### src/cws_pkg.sv
// shared types, codes and constants for the congestion window sender
`timescale 1ns / 1ps
package cws_pkg;

  localparam int QUEUE_DEPTH_DEF = 10;
  localparam int CQ_DEPTH        = 2;
  localparam int CFG_AW          = 4;

  localparam logic [7:0]  WIN_MAX     = 8'd255;
  localparam logic [15:0] BACKLOG_MAX = 16'hFFFF;

  localparam logic [7:0]  SSTHRESH_RST  = 8'd10;
  localparam logic [15:0] TIMEOUT_RST   = 16'd5;
  localparam logic [3:0]  DUP_LIMIT_RST = 4'd3;

  // input opcodes
  localparam logic [1:0] OP_MAKE = 2'd0;
  localparam logic [1:0] OP_SEND = 2'd1;
  localparam logic [1:0] OP_ACK  = 2'd2;

  // result event codes
  localparam logic [2:0] EV_NONE      = 3'd0;
  localparam logic [2:0] EV_QUEUED    = 3'd1;
  localparam logic [2:0] EV_BACKLOG   = 3'd2;
  localparam logic [2:0] EV_ACK_OK    = 3'd3;
  localparam logic [2:0] EV_TIMEOUT   = 3'd4;
  localparam logic [2:0] EV_STALE     = 3'd5;
  localparam logic [2:0] EV_INVALID   = 3'd6;

  // result kinds
  localparam logic KIND_STATUS = 1'b0;
  localparam logic KIND_PAGE   = 1'b1;

  // register indexes
  localparam logic [1:0] REG_SSTHRESH  = 2'd0;
  localparam logic [1:0] REG_TIMEOUT   = 2'd1;
  localparam logic [1:0] REG_DUP_LIMIT = 2'd2;

  typedef enum logic [1:0] {
    CMD_MAKE,
    CMD_SEND,
    CMD_ACK,
    CMD_NOP
  } cmd_op_t;

  typedef struct packed {
    cmd_op_t     op;
    logic [31:0] ack_num;
    logic [31:0] now;
  } cmd_t;

  typedef struct packed {
    logic        kind;
    logic [31:0] page_num;
    logic [7:0]  window;
    logic [2:0]  event_res;
    logic        halved;
    logic [3:0]  queue_count;
    logic        last;
  } res_t;

  typedef struct packed {
    logic [7:0]  ssthresh;
    logic [15:0] timeout;
    logic [3:0]  dup_limit;
  } cfg_t;

  typedef enum logic {
    B_IDLE,
    B_SEND
  } bst_t;

endpackage

### src/cws_cfg.sv
// configuration registers behind the apb-style port
`timescale 1ns / 1ps
module cws_cfg (
  input  logic                       clk,
  input  logic                       rst_n,
  input  logic                       psel,
  input  logic                       penable,
  input  logic                       pwrite,
  input  logic [cws_pkg::CFG_AW-1:0] paddr,
  input  logic [31:0]                pwdata,
  output logic [31:0]                prdata,
  output logic                       pready,
  output cws_pkg::cfg_t              cfg
);
  import cws_pkg::*;

  cfg_t       cfg_r;
  cfg_t       cfg_nxt;
  logic [1:0] idx;
  logic       wr_en;

  assign pready = 1'b1;
  assign idx    = paddr[CFG_AW-1:2];
  assign wr_en  = psel && penable && pwrite && pready;
  assign cfg    = cfg_r;

  always_comb begin
    cfg_nxt = cfg_r;
    if (wr_en) begin
      unique case (idx)
        REG_SSTHRESH:  cfg_nxt.ssthresh  = pwdata[7:0];
        REG_TIMEOUT:   cfg_nxt.timeout   = pwdata[15:0];
        REG_DUP_LIMIT: cfg_nxt.dup_limit = pwdata[3:0];
        default: ;
      endcase
    end
  end

  always_comb begin
    unique case (idx)
      REG_SSTHRESH:  prdata = {24'd0, cfg_r.ssthresh};
      REG_TIMEOUT:   prdata = {16'd0, cfg_r.timeout};
      REG_DUP_LIMIT: prdata = {28'd0, cfg_r.dup_limit};
      default:       prdata = 32'd0;
    endcase
  end

  always_ff @(posedge clk) begin
    if (!rst_n) begin
      cfg_r.ssthresh  <= SSTHRESH_RST;
      cfg_r.timeout   <= TIMEOUT_RST;
      cfg_r.dup_limit <= DUP_LIMIT_RST;
    end else begin
      cfg_r <= cfg_nxt;
    end
  end

endmodule

### src/cws_front.sv
// front end: accepts items, decodes the opcode and queues commands
`timescale 1ns / 1ps
module cws_front (
  input  logic          clk,
  input  logic          rst_n,
  input  logic          push,
  output logic          full,
  input  logic [1:0]    in_opcode,
  input  logic [31:0]   in_ack_num,
  input  logic [31:0]   in_now,
  output logic          cmd_valid,
  output cws_pkg::cmd_t cmd,
  input  logic          cmd_take
);
  import cws_pkg::*;

  localparam int PW = (CQ_DEPTH > 1) ? $clog2(CQ_DEPTH) : 1;
  localparam int NW = $clog2(CQ_DEPTH + 1);

  cmd_t          mem_r [CQ_DEPTH];
  logic [PW-1:0] wr_ptr_r, wr_ptr_nxt;
  logic [PW-1:0] rd_ptr_r, rd_ptr_nxt;
  logic [NW-1:0] count_r, count_nxt;
  logic          wr_en;
  logic          rd_en;
  cmd_t          new_cmd;

  function automatic cmd_op_t classify(input logic [1:0] opc);
    cmd_op_t res;
    unique case (opc)
      OP_MAKE: res = CMD_MAKE;
      OP_SEND: res = CMD_SEND;
      OP_ACK:  res = CMD_ACK;
      default: res = CMD_NOP;
    endcase
    return res;
  endfunction

  assign full      = (count_r == NW'(CQ_DEPTH));
  assign cmd_valid = (count_r != '0);
  assign cmd       = mem_r[rd_ptr_r];
  assign wr_en     = push && !full;
  assign rd_en     = cmd_take && cmd_valid;

  always_comb begin
    new_cmd.op      = classify(in_opcode);
    new_cmd.ack_num = in_ack_num;
    new_cmd.now     = in_now;
  end

  always_comb begin
    wr_ptr_nxt = wr_ptr_r;
    rd_ptr_nxt = rd_ptr_r;
    count_nxt  = count_r;
    if (wr_en) begin
      wr_ptr_nxt = (wr_ptr_r == PW'(CQ_DEPTH - 1)) ? '0 : wr_ptr_r + PW'(1);
    end
    if (rd_en) begin
      rd_ptr_nxt = (rd_ptr_r == PW'(CQ_DEPTH - 1)) ? '0 : rd_ptr_r + PW'(1);
    end
    if (wr_en && !rd_en) begin
      count_nxt = count_r + NW'(1);
    end else if (rd_en && !wr_en) begin
      count_nxt = count_r - NW'(1);
    end
  end

  always_ff @(posedge clk) begin
    if (wr_en) begin
      mem_r[wr_ptr_r] <= new_cmd;
    end
  end

  always_ff @(posedge clk) begin
    if (!rst_n) begin
      wr_ptr_r <= '0;
      rd_ptr_r <= '0;
      count_r  <= '0;
    end else begin
      wr_ptr_r <= wr_ptr_nxt;
      rd_ptr_r <= rd_ptr_nxt;
      count_r  <= count_nxt;
    end
  end

endmodule

### src/cws_back.sv
// back end: window state, command execution and the result register
`timescale 1ns / 1ps
module cws_back #(
  parameter int QUEUE_DEPTH = cws_pkg::QUEUE_DEPTH_DEF
) (
  input  logic          clk,
  input  logic          rst_n,
  input  cws_pkg::cfg_t cfg,
  input  logic          cmd_valid,
  input  cws_pkg::cmd_t cmd,
  output logic          cmd_take,
  output cws_pkg::res_t res,
  output logic          empty,
  input  logic          pop
);
  import cws_pkg::*;

  localparam int CW = $clog2(QUEUE_DEPTH + 1);

  bst_t          state_r, state_nxt;
  logic [CW-1:0] sqc_r, sqc_nxt;
  logic [15:0]   backlog_r, backlog_nxt;
  logic [31:0]   head_r, head_nxt;
  logic [31:0]   base_r, base_nxt;
  logic [31:0]   last_sent_r, last_sent_nxt;
  logic [31:0]   stamp_r, stamp_nxt;
  logic [7:0]    cwnd_r, cwnd_nxt;
  logic [3:0]    stale_r, stale_nxt;
  logic [31:0]   page_r, page_nxt;
  logic [CW-1:0] cnt_r, cnt_nxt;
  res_t          res_r, res_nxt;
  logic          out_valid_r, out_valid_nxt;
  logic          load;
  logic          slot_free;

  // send sizing
  logic [7:0]    n8;
  logic [CW-1:0] n;

  // ack evaluation
  logic          in_range;
  logic          is_stale;
  logic          timed_out;
  logic [31:0]   diff;
  logic [CW-1:0] k;
  logic [8:0]    cwnd9;
  logic [7:0]    grown;
  logic [7:0]    ack_cwnd;
  logic [3:0]    ack_stale;
  logic [2:0]    ack_ev;
  logic          ack_halved;

  assign slot_free = !out_valid_r || pop;
  assign empty     = !out_valid_r;
  assign res       = res_r;

  assign n8 = (8'(sqc_r) < cwnd_r) ? 8'(sqc_r) : cwnd_r;
  assign n  = n8[CW-1:0];

  assign in_range  = (cmd.ack_num >= base_r) && (cmd.ack_num <= last_sent_r);
  assign is_stale  = cmd.ack_num < base_r;
  assign timed_out = (cmd.now - stamp_r) > {16'd0, cfg.timeout};
  assign diff      = cmd.ack_num - base_r;
  // entries retired, capped at what is queued
  assign k         = (diff < 32'(sqc_r)) ? diff[CW-1:0] + CW'(1) : sqc_r;
  assign cwnd9     = (cwnd_r < cfg.ssthresh) ? {cwnd_r, 1'b0} : {1'b0, cwnd_r} + 9'd1;
  assign grown     = (cwnd9 > {1'b0, WIN_MAX}) ? WIN_MAX : cwnd9[7:0];

  always_comb begin
    ack_cwnd   = cwnd_r;
    ack_stale  = stale_r;
    ack_halved = 1'b0;
    if (in_range) begin
      if (timed_out) begin
        ack_cwnd = 8'd1;
        ack_ev   = EV_TIMEOUT;
      end else begin
        ack_cwnd = grown;
        ack_ev   = EV_ACK_OK;
      end
    end else if (is_stale) begin
      ack_stale = stale_r + 4'd1;
      ack_ev    = EV_STALE;
    end else begin
      ack_ev = EV_INVALID;
    end
    // stale limit check sees the updated window and count
    if (ack_stale >= cfg.dup_limit) begin
      if (ack_cwnd > 8'd1) begin
        ack_cwnd = ack_cwnd >> 1;
      end
      ack_stale  = 4'd0;
      ack_halved = 1'b1;
    end
  end

  // next state
  always_comb begin
    state_nxt = state_r;
    unique case (state_r)
      B_IDLE: begin
        if (cmd_valid && slot_free && (cmd.op == CMD_SEND) && (n > CW'(1))) begin
          state_nxt = B_SEND;
        end
      end
      B_SEND: begin
        if (slot_free && (cnt_r == CW'(1))) begin
          state_nxt = B_IDLE;
        end
      end
      default: state_nxt = B_IDLE;
    endcase
  end

  // outputs and datapath
  always_comb begin
    cmd_take      = 1'b0;
    load          = 1'b0;
    sqc_nxt       = sqc_r;
    backlog_nxt   = backlog_r;
    head_nxt      = head_r;
    base_nxt      = base_r;
    last_sent_nxt = last_sent_r;
    stamp_nxt     = stamp_r;
    cwnd_nxt      = cwnd_r;
    stale_nxt     = stale_r;
    page_nxt      = page_r;
    cnt_nxt       = cnt_r;

    res_nxt.kind        = KIND_STATUS;
    res_nxt.page_num    = 32'd0;
    res_nxt.window      = cwnd_r;
    res_nxt.event_res   = EV_NONE;
    res_nxt.halved      = 1'b0;
    res_nxt.queue_count = 4'(sqc_r);
    res_nxt.last        = 1'b1;

    unique case (state_r)
      B_IDLE: begin
        if (cmd_valid && slot_free) begin
          cmd_take = 1'b1;
          load     = 1'b1;
          unique case (cmd.op)
            CMD_MAKE: begin
              if (sqc_r < CW'(QUEUE_DEPTH)) begin
                sqc_nxt           = sqc_r + CW'(1);
                res_nxt.event_res = EV_QUEUED;
              end else begin
                if (backlog_r < BACKLOG_MAX) begin
                  backlog_nxt = backlog_r + 16'd1;
                end
                res_nxt.event_res = EV_BACKLOG;
              end
              res_nxt.queue_count = 4'(sqc_nxt);
            end
            CMD_SEND: begin
              if (n != '0) begin
                res_nxt.kind     = KIND_PAGE;
                res_nxt.page_num = head_r;
                res_nxt.last     = (n == CW'(1));
                last_sent_nxt    = head_r + 32'(n) - 32'd1;
                stamp_nxt        = cmd.now;
                page_nxt         = head_r + 32'd1;
                cnt_nxt          = n - CW'(1);
              end
            end
            CMD_ACK: begin
              if (in_range && !timed_out) begin
                sqc_nxt  = sqc_r - k;
                head_nxt = head_r + 32'(k);
                base_nxt = cmd.ack_num + 32'd1;
              end
              cwnd_nxt            = ack_cwnd;
              stale_nxt           = ack_stale;
              res_nxt.window      = ack_cwnd;
              res_nxt.event_res   = ack_ev;
              res_nxt.halved      = ack_halved;
              res_nxt.queue_count = 4'(sqc_nxt);
            end
            CMD_NOP: ;
            default: ;
          endcase
        end
      end
      B_SEND: begin
        if (slot_free) begin
          load             = 1'b1;
          res_nxt.kind     = KIND_PAGE;
          res_nxt.page_num = page_r;
          res_nxt.last     = (cnt_r == CW'(1));
          page_nxt         = page_r + 32'd1;
          cnt_nxt          = cnt_r - CW'(1);
        end
      end
      default: ;
    endcase

    if (load) begin
      out_valid_nxt = 1'b1;
    end else if (pop) begin
      out_valid_nxt = 1'b0;
    end else begin
      out_valid_nxt = out_valid_r;
    end
  end

  always_ff @(posedge clk) begin
    if (load) begin
      res_r <= res_nxt;
    end
    page_r <= page_nxt;
    cnt_r  <= cnt_nxt;
  end

  always_ff @(posedge clk) begin
    if (!rst_n) begin
      state_r     <= B_IDLE;
      out_valid_r <= 1'b0;
      sqc_r       <= '0;
      backlog_r   <= '0;
      head_r      <= '0;
      base_r      <= '0;
      last_sent_r <= '0;
      stamp_r     <= '0;
      cwnd_r      <= 8'd1;
      stale_r     <= '0;
    end else begin
      state_r     <= state_nxt;
      out_valid_r <= out_valid_nxt;
      sqc_r       <= sqc_nxt;
      backlog_r   <= backlog_nxt;
      head_r      <= head_nxt;
      base_r      <= base_nxt;
      last_sent_r <= last_sent_nxt;
      stamp_r     <= stamp_nxt;
      cwnd_r      <= cwnd_nxt;
      stale_r     <= stale_nxt;
    end
  end

endmodule

### src/congestion_window_sender.sv
// top level of the congestion window sender
//
//   channel   handshake            payload
//   input     push / full          in_opcode, in_ack_num, in_now
//   result    pop / empty          out_kind, out_page_num, out_window, out_event_res,
//                                  out_halved, out_queue_count, out_last
//   config    psel/penable/pready  pwrite, paddr, pwdata, prdata
//
// make, ack and unused-opcode items each give one result from the back end;
// a send item gives one page result per page sent, min(queued, window), from the page sequencer,
// or a single status result when nothing is queued.
// a two-entry command queue sits between decode and execution; the result register frees
// in the cycle it is popped; a stalled result holds back the back end, and the input once the queue fills.
// reset is synchronous and clears all control and window state; no clearing pass.
`timescale 1ns / 1ps
module congestion_window_sender #(
  parameter int QUEUE_DEPTH = cws_pkg::QUEUE_DEPTH_DEF
) (
  input  logic                       clk,
  input  logic                       rst_n,
  input  logic                       push,
  output logic                       full,
  input  logic [1:0]                 in_opcode,
  input  logic [31:0]                in_ack_num,
  input  logic [31:0]                in_now,
  output logic                       empty,
  input  logic                       pop,
  output logic                       out_kind,
  output logic [31:0]                out_page_num,
  output logic [7:0]                 out_window,
  output logic [2:0]                 out_event_res,
  output logic                       out_halved,
  output logic [3:0]                 out_queue_count,
  output logic                       out_last,
  input  logic                       psel,
  input  logic                       penable,
  input  logic                       pwrite,
  input  logic [cws_pkg::CFG_AW-1:0] paddr,
  input  logic [31:0]                pwdata,
  output logic [31:0]                prdata,
  output logic                       pready
);
  import cws_pkg::*;

  cfg_t cfg;
  cmd_t cmd;
  res_t res;
  logic cmd_valid;
  logic cmd_take;

  cws_cfg u_cfg (
    .clk     (clk),
    .rst_n   (rst_n),
    .psel    (psel),
    .penable (penable),
    .pwrite  (pwrite),
    .paddr   (paddr),
    .pwdata  (pwdata),
    .prdata  (prdata),
    .pready  (pready),
    .cfg     (cfg)
  );

  cws_front u_front (
    .clk        (clk),
    .rst_n      (rst_n),
    .push       (push),
    .full       (full),
    .in_opcode  (in_opcode),
    .in_ack_num (in_ack_num),
    .in_now     (in_now),
    .cmd_valid  (cmd_valid),
    .cmd        (cmd),
    .cmd_take   (cmd_take)
  );

  cws_back #(
    .QUEUE_DEPTH (QUEUE_DEPTH)
  ) u_back (
    .clk       (clk),
    .rst_n     (rst_n),
    .cfg       (cfg),
    .cmd_valid (cmd_valid),
    .cmd       (cmd),
    .cmd_take  (cmd_take),
    .res       (res),
    .empty     (empty),
    .pop       (pop)
  );

  assign out_kind        = res.kind;
  assign out_page_num    = res.page_num;
  assign out_window      = res.window;
  assign out_event_res   = res.event_res;
  assign out_halved      = res.halved;
  assign out_queue_count = res.queue_count;
  assign out_last        = res.last;

endmodule
### config.mk
export PLATFORM = sky130hd
export DESIGN_NAME = congestion_window_sender
export DESIGN_NICKNAME = d
export VERILOG_FILES = /design/src/cws_pkg.sv /design/src/cws_cfg.sv /design/src/cws_front.sv /design/src/cws_back.sv /design/src/congestion_window_sender.sv
export SDC_FILE = /design/constraint.sdc
export NUM_CORES = 1
export LEC_CHECK = 0
export BUFFER_PORTS_ARGS = -buffer_cell sky130_fd_sc_hd__clkbuf_2
export CORE_MARGIN = 2
export CORE_UTILIZATION = 30
export DETAILED_ROUTE_END_ITERATION = 12
export PLACE_DENSITY = 0.5
export SLEW_MARGIN = 30
export SYNTH_ARGS = -nofsm -noshare
export SYNTH_HDL_FRONTEND = slang
export SYNTH_SLANG_ARGS = --single-unit
### constraint.sdc
create_clock -name clk -period 12.2 [get_ports clk]
set_clock_uncertainty 0.15 [all_clocks]
set_input_delay 0.61 -clock clk [delete_from_list [all_inputs] [get_ports clk]]
set_output_delay 0.61 -clock clk [all_outputs]
set_load 0.05 [all_outputs]
-- Yosys cells after proc, flatten, opt, wreduce, memory -nomap -nowiden
Memory sizes are Yosys's and may differ from the RTL's. A register that Yosys moved wholly into a read port is not among the register bits.
Cells that the tools add are included.
Widths: inputs -> output; s select.
- bits in registers: 264
- output and inout port bits: 85
- input bits: 109
- bits in writable memories: 132
- logic and storage cells: 168
- memories kept: 1
- memories (memory ; depth ; width ; read ports ; clocked after memory_dff ; wr ports ; RTL line ; RTL):
    u_front.mem_r ; 2 ; 66 ; 1 ; 1 ; 1 ; cws_front.sv:20 ; cmd_t mem_r [CQ_DEPTH];
- muxes and demuxes: 61
- equality and inequality tests: 13
- reductions and logical operators: 35
- bitwise logic cells: 3
- $lt $le $gt $ge: 12
- add/subtract/negate cells: 19
- operators with widths (kind ; count):
    $mux 32 ; 4
    $mux 33 ; 3
    $add 32x1->32 const B ; 3
    $pmux 33 s2 ; 1
    $add 32x4->32 ; 2
    $pmux 32 s2 ; 1
    $sub 32x32->32 ; 2
    $mux 50 ; 1
    $mux 8 ; 6
    $pmux 16 s3 ; 1
    $mux 4 ; 11
    $ge 32x32->1 ; 1
    $gt 32x16->1 ; 1
    $le 32x32->1 ; 1
    $lt 32x32->1 ; 1
    $lt 32x4->1 ; 1
    $sub 32x1->32 const B ; 1
    $mux 1 ; 18
    $mux 16 ; 1
    $pmux 4 s2 ; 2
    $add 4x1->4 const B ; 3
    $logic_and 1x1->1 ; 12
    $reduce_and 4->1 ; 3
    $add 8x1->9 const B ; 1
    33 further kinds ; 62

-- Longest topological paths before layout
- word-level depth: 12
- gate-level depth with buffers: 34
- depth with buffers taken out: 27

-- Modules after synthesis
A second synthesis with hierarchy kept.
- cell total of the unflattened synthesis: 2833
- area, all modules: 25678.4 um2
- by module, submodules not included (module ; seq. area each (um2) ; instances ; area each (um2) ; cells each):
    cws_back ; 5505.3 ; 1 ; 19168.4 ; 2432
    cws_front ; 4063.9 ; 1 ; 5013.6 ; 232
    cws_cfg ; 560.5 ; 1 ; 1496.4 ; 169

-- Least setup slack after synthesis
Ideal clock, no wire load.
- path kind: flip-flop to flip-flop
- start point: reg (tool-made name)
- end point: reg u_back.sqc_r[3]
- library setup time: 86 ps
- clock period less this slack: 7413 ps
- arrival time: 7177 ps
- stages on the path, launching flop included: 32
- data required time: 11964 ps
- buffers on the path: 7
- path slack: 4787 ps
- path through: dfxtp_1 > buf_2 > buf_2 > buf_2 > buf_2 > buf_1 > clkbuf_1 > buf_1 > mux2_2 > ha_1 > nand2b_1 > nand2b_1 > a21oi_1 > xnor2_1 > ha_1 > a2111oi_0 > o2111ai_1 > nor4b_1 > and4_1 > nand4_1 > nor4_1 > nand4_1 > nor3_2 > mux2i_1 > ha_1 > nor2b_1 > o21ai_0 > nor2b_1 > or4_1 > or3_1 > a311o_1 > a211oi_1
- RTL lines (what ; RTL line ; RTL):
    to (signal assigned) ; cws_back.sv:230 ; sqc_r <= sqc_nxt;
    to (decl) ; cws_back.sv:21 ; logic [CW-1:0] sqc_r, sqc_nxt;

==> metrics <==
synthesized netlist cell count=between 2k and 3k; grt total ovfl=0; clk_lat worst skew=between 0.6 and 0.7 ns; number of routed nets with antenna violations=0; Final nets=3,228; Fin Setup TNS=0 ns; peak fanout along the critical path=56; TritonCTS Buffers=48; Worst EP required=12.56 ns; prevailing post-synth register cell=edfxtp_1; DR vias/cell=a little under 5; Max Cap Viol=0; die outline height=296 um; Mean Syn Cell Area=9.13 um2; Tmin final=~8 ns; worst-margin pin slew=approximately 0.95 ns; slew margin rel.=between 30% and 40%; pwr/cell area=between 200 and 250 nW/um2; CTS Root Cell=clkbuf_16; area grow syn2layout=13.3%; Reg clk slew, reported paths=roughly 0.060 ns; crit path max-delay cell type=dfxtp_4; Total Routing Usage GR=about 16%; Fmax=~130 MHz; worst path arrival time=just over 8 ns; number of global-route vias before repair=approximately 20k; sequential area share after synthesis=about 40%; Critical Path Sink Type=flop; status=completed; setup ws final=roughly 4.3 ns; I/O pin count=roughly 190; DRT Pass-1 Iters=5; final setup vio count=0; htree depth=2; Post-synth EDFFs=approximately 220; # diodes=0; number of buffers inserted by hold repair at cts=0; final core utilization=around a third; Rows=about 110; Starting Density=30.2%; DP Wirelength=between 50,000 and 60,000 um; ys async rst share=0%; Clock Tree Buf Depth=3; final wirelength=about 70,000 um; distinct cell type count after synthesis=94; DIE WIDTH=just under 300 um; WL/cell=17.4 um; CP startpoint kind=flop; final hold vios=0; Yosys warnings=0; largest stage delay on the critical path=between 0.7 and 0.8 ns; Final Cycle Share=~65%; post-CTS setup buffers=0; Post-route DRC=0; post-CTS resize count=0; Leak=about 11 nW; Yosys reg bits=~400; Peak VDD IR=112 uV; HP Class=in -> reg; RSZ-0062 raised after global routing=false; setup slack at placement=~4.2 ns; mapped cell area=25,600 um2; initial antenna violation count=2; CTS tree=done; first-pass GRT wire length=approximately 110,000 um; Via Count=a little over 20k; Largest delay share family, worst path=simple AND/OR/NAND/NOR gates; largest net degree at the start of global routing=79; Final GP Congestion=between 0.8 and 0.9; CP Buf/Inv Count=2; clock sink count=397; die area=~90,000 um2; core box area=roughly 85,000 um2; share of cells above drive strength 1=about an eighth; Crit Path Class=reg -> reg; 1st-iter DRT viols=~1.2k; Buffers on Ports=between 150 and 200; final slew viol count=0
power by group:
part           internal, mW  switching [mW]
registers              1.68           0.131
logic                 0.920            1.71
clock network         0.810           0.606
total                  3.41            2.45
layout make-up:
cell class                 instances  area (um2)
sequential                       397       10100
fill                            8824       55800
inverter                         221         835
clock buffer                      54        1260
timing repair buffer             178         948
tap                             1144        1430
clock inverter                    35         270
multi-input combinational       2060       14100
cells in the final DEF (no fill, tap or decap), types with 68 or more instances in the layout:
| master | synthesis | final |
|---|---|---|
| nand2_1 | 387 | 387 |
| mux2i_1 | 101 | 101 |
| nand3_1 | 79 | 79 |
| a21oi_1 | 234 | 234 |
| clkbuf_2 | 1 | 158 |
| nor2_1 | 137 | 135 |
| xnor2_1 | 84 | 84 |
| dfxtp_1 | 179 | 177 |
| a21o_1 | 68 | 68 |
| edfxtp_1 | 218 | 218 |
| o21ai_0 | 103 | 103 |
| ha_1 | 208 | 208 |
| inv_1 | 219 | 219 |
worst paths after layout:
| path | cells after the start | startpoint | end | slack [ns] |
|---|---|---|---|---|
| min | 1 | in_ack_num[21] | u_front.mem_r[0][53] | 0.05 |
| max | 27 | flop | u_back.head_r[31] | 4.27 |
| min reg2reg | 2 | u_back.base_r[31] | u_back.base_r[31] | 0.30 |
| max reg2reg | 27 | flop | u_back.head_r[31] | 4.27 |
logic make-up (layout without fill, tap and decap cells):
kind of cell               Yosys count  count (layout)  synth area share, %
AOI/OAI and AO/OA                  659             659                 16.8
and+or+nand+nor                    887             887                 16.5
xor gates and xnor gates           133             133                 4.56
muxes                              151             151                 6.16
adders and majority gates          213             213                 10.6
DFF                                397             397                 39.6
buffers and inverters              358             488                 5.73
other                                2              17               0.0294
worst register-to-register path, stage by stage (launching register included):
cell       delay, ns
dfxtp_4         0.75
buf_4           0.66
mux2_2          0.48
ha_1            0.32
nand2b_1        0.10
nand2b_1        0.06
a21oi_1         0.18
xnor2_1         0.12
ha_1            0.23
a2111oi_0       0.43
o2111ai_1       0.18
nor4b_1         0.29
and4_1          0.24
nand4_1         0.12
nor4_1          0.39
nand4_1         0.30
nor3_2          0.47
mux2i_1         0.29
inv_1           0.15
ha_1            0.31
a21o_1          0.11
a21oi_1         0.09
nor2b_1         0.12
nor2_1          0.07
nor2_1          0.23
nand4_1         0.35
nor4_1          0.46
mux2i_1         0.21
metal layers:
layer / track usage [%] / vias to the layer above / routed length [um]
li1: - / 10200 / -
met1: 20.8 / 9555 / 32100
met2: 27.9 / 361 / 34300
met3: 2.50 / 86 / 3070
met4: 4.07 / 0 / 1650
met5: 0 / - / 0
synthesized netlist by cell type, types with 31 or more instances:
cell | number | share of area [%]
mux2i_1 | 101 | 4.0
nor3_1 | 41 | 0.80
dfxtp_1 | 179 | 14
inv_1 | 219 | 3.2
a21oi_1 | 234 | 4.6
nand2_1 | 387 | 5.7
mux2_2 | 49 | 2.2
nand3_1 | 79 | 1.5
nand4_1 | 47 | 1.2
xnor2_1 | 84 | 2.9
o21ai_0 | 103 | 2.0
ha_1 | 208 | 10
edfxtp_1 | 218 | 26
nor2b_1 | 31 | 0.76
a21o_1 | 68 | 2.0
nor2_1 | 137 | 2.0
xor2_1 | 49 | 1.7
clkbuf_1 | 87 | 1.3
stage by stage:
step | power, mW | hold WS (ns) | std cells | cell area [um2]
2_1_floorplan | 3.79 | 0.282 | 2815 | 25600
3_3_place_gp | 4.48 | 0.290 | 4000 | 27400
3_5_place_dp | 4.49 | 0.294 | 4000 | 27400
4_1_cts | 5.94 | 0.0134 | 4089 | 29000
5_1_grt | 6.27 | 0.0219 | 4089 | 29000
6_report | 5.86 | 0.0485 | 4089 | 29000
flip-flops by register name, indices dropped and copies added (netlist names), 4 cells and up, named ones only:
signal / count
u_back.stamp_r: 32
u_front.mem_r: 132
u_back.last_sent_r: 32
u_back.head_r: 32
u_back.cnt_r: 4
u_back.stale_r: 4
u_back.base_r: 32
u_back.page_r: 32
u_back.res: 50
u_back.sqc_r: 4
u_cfg.cfg: 28
u_back.cwnd_r: 8
Power figures use the tool's default switching activity.
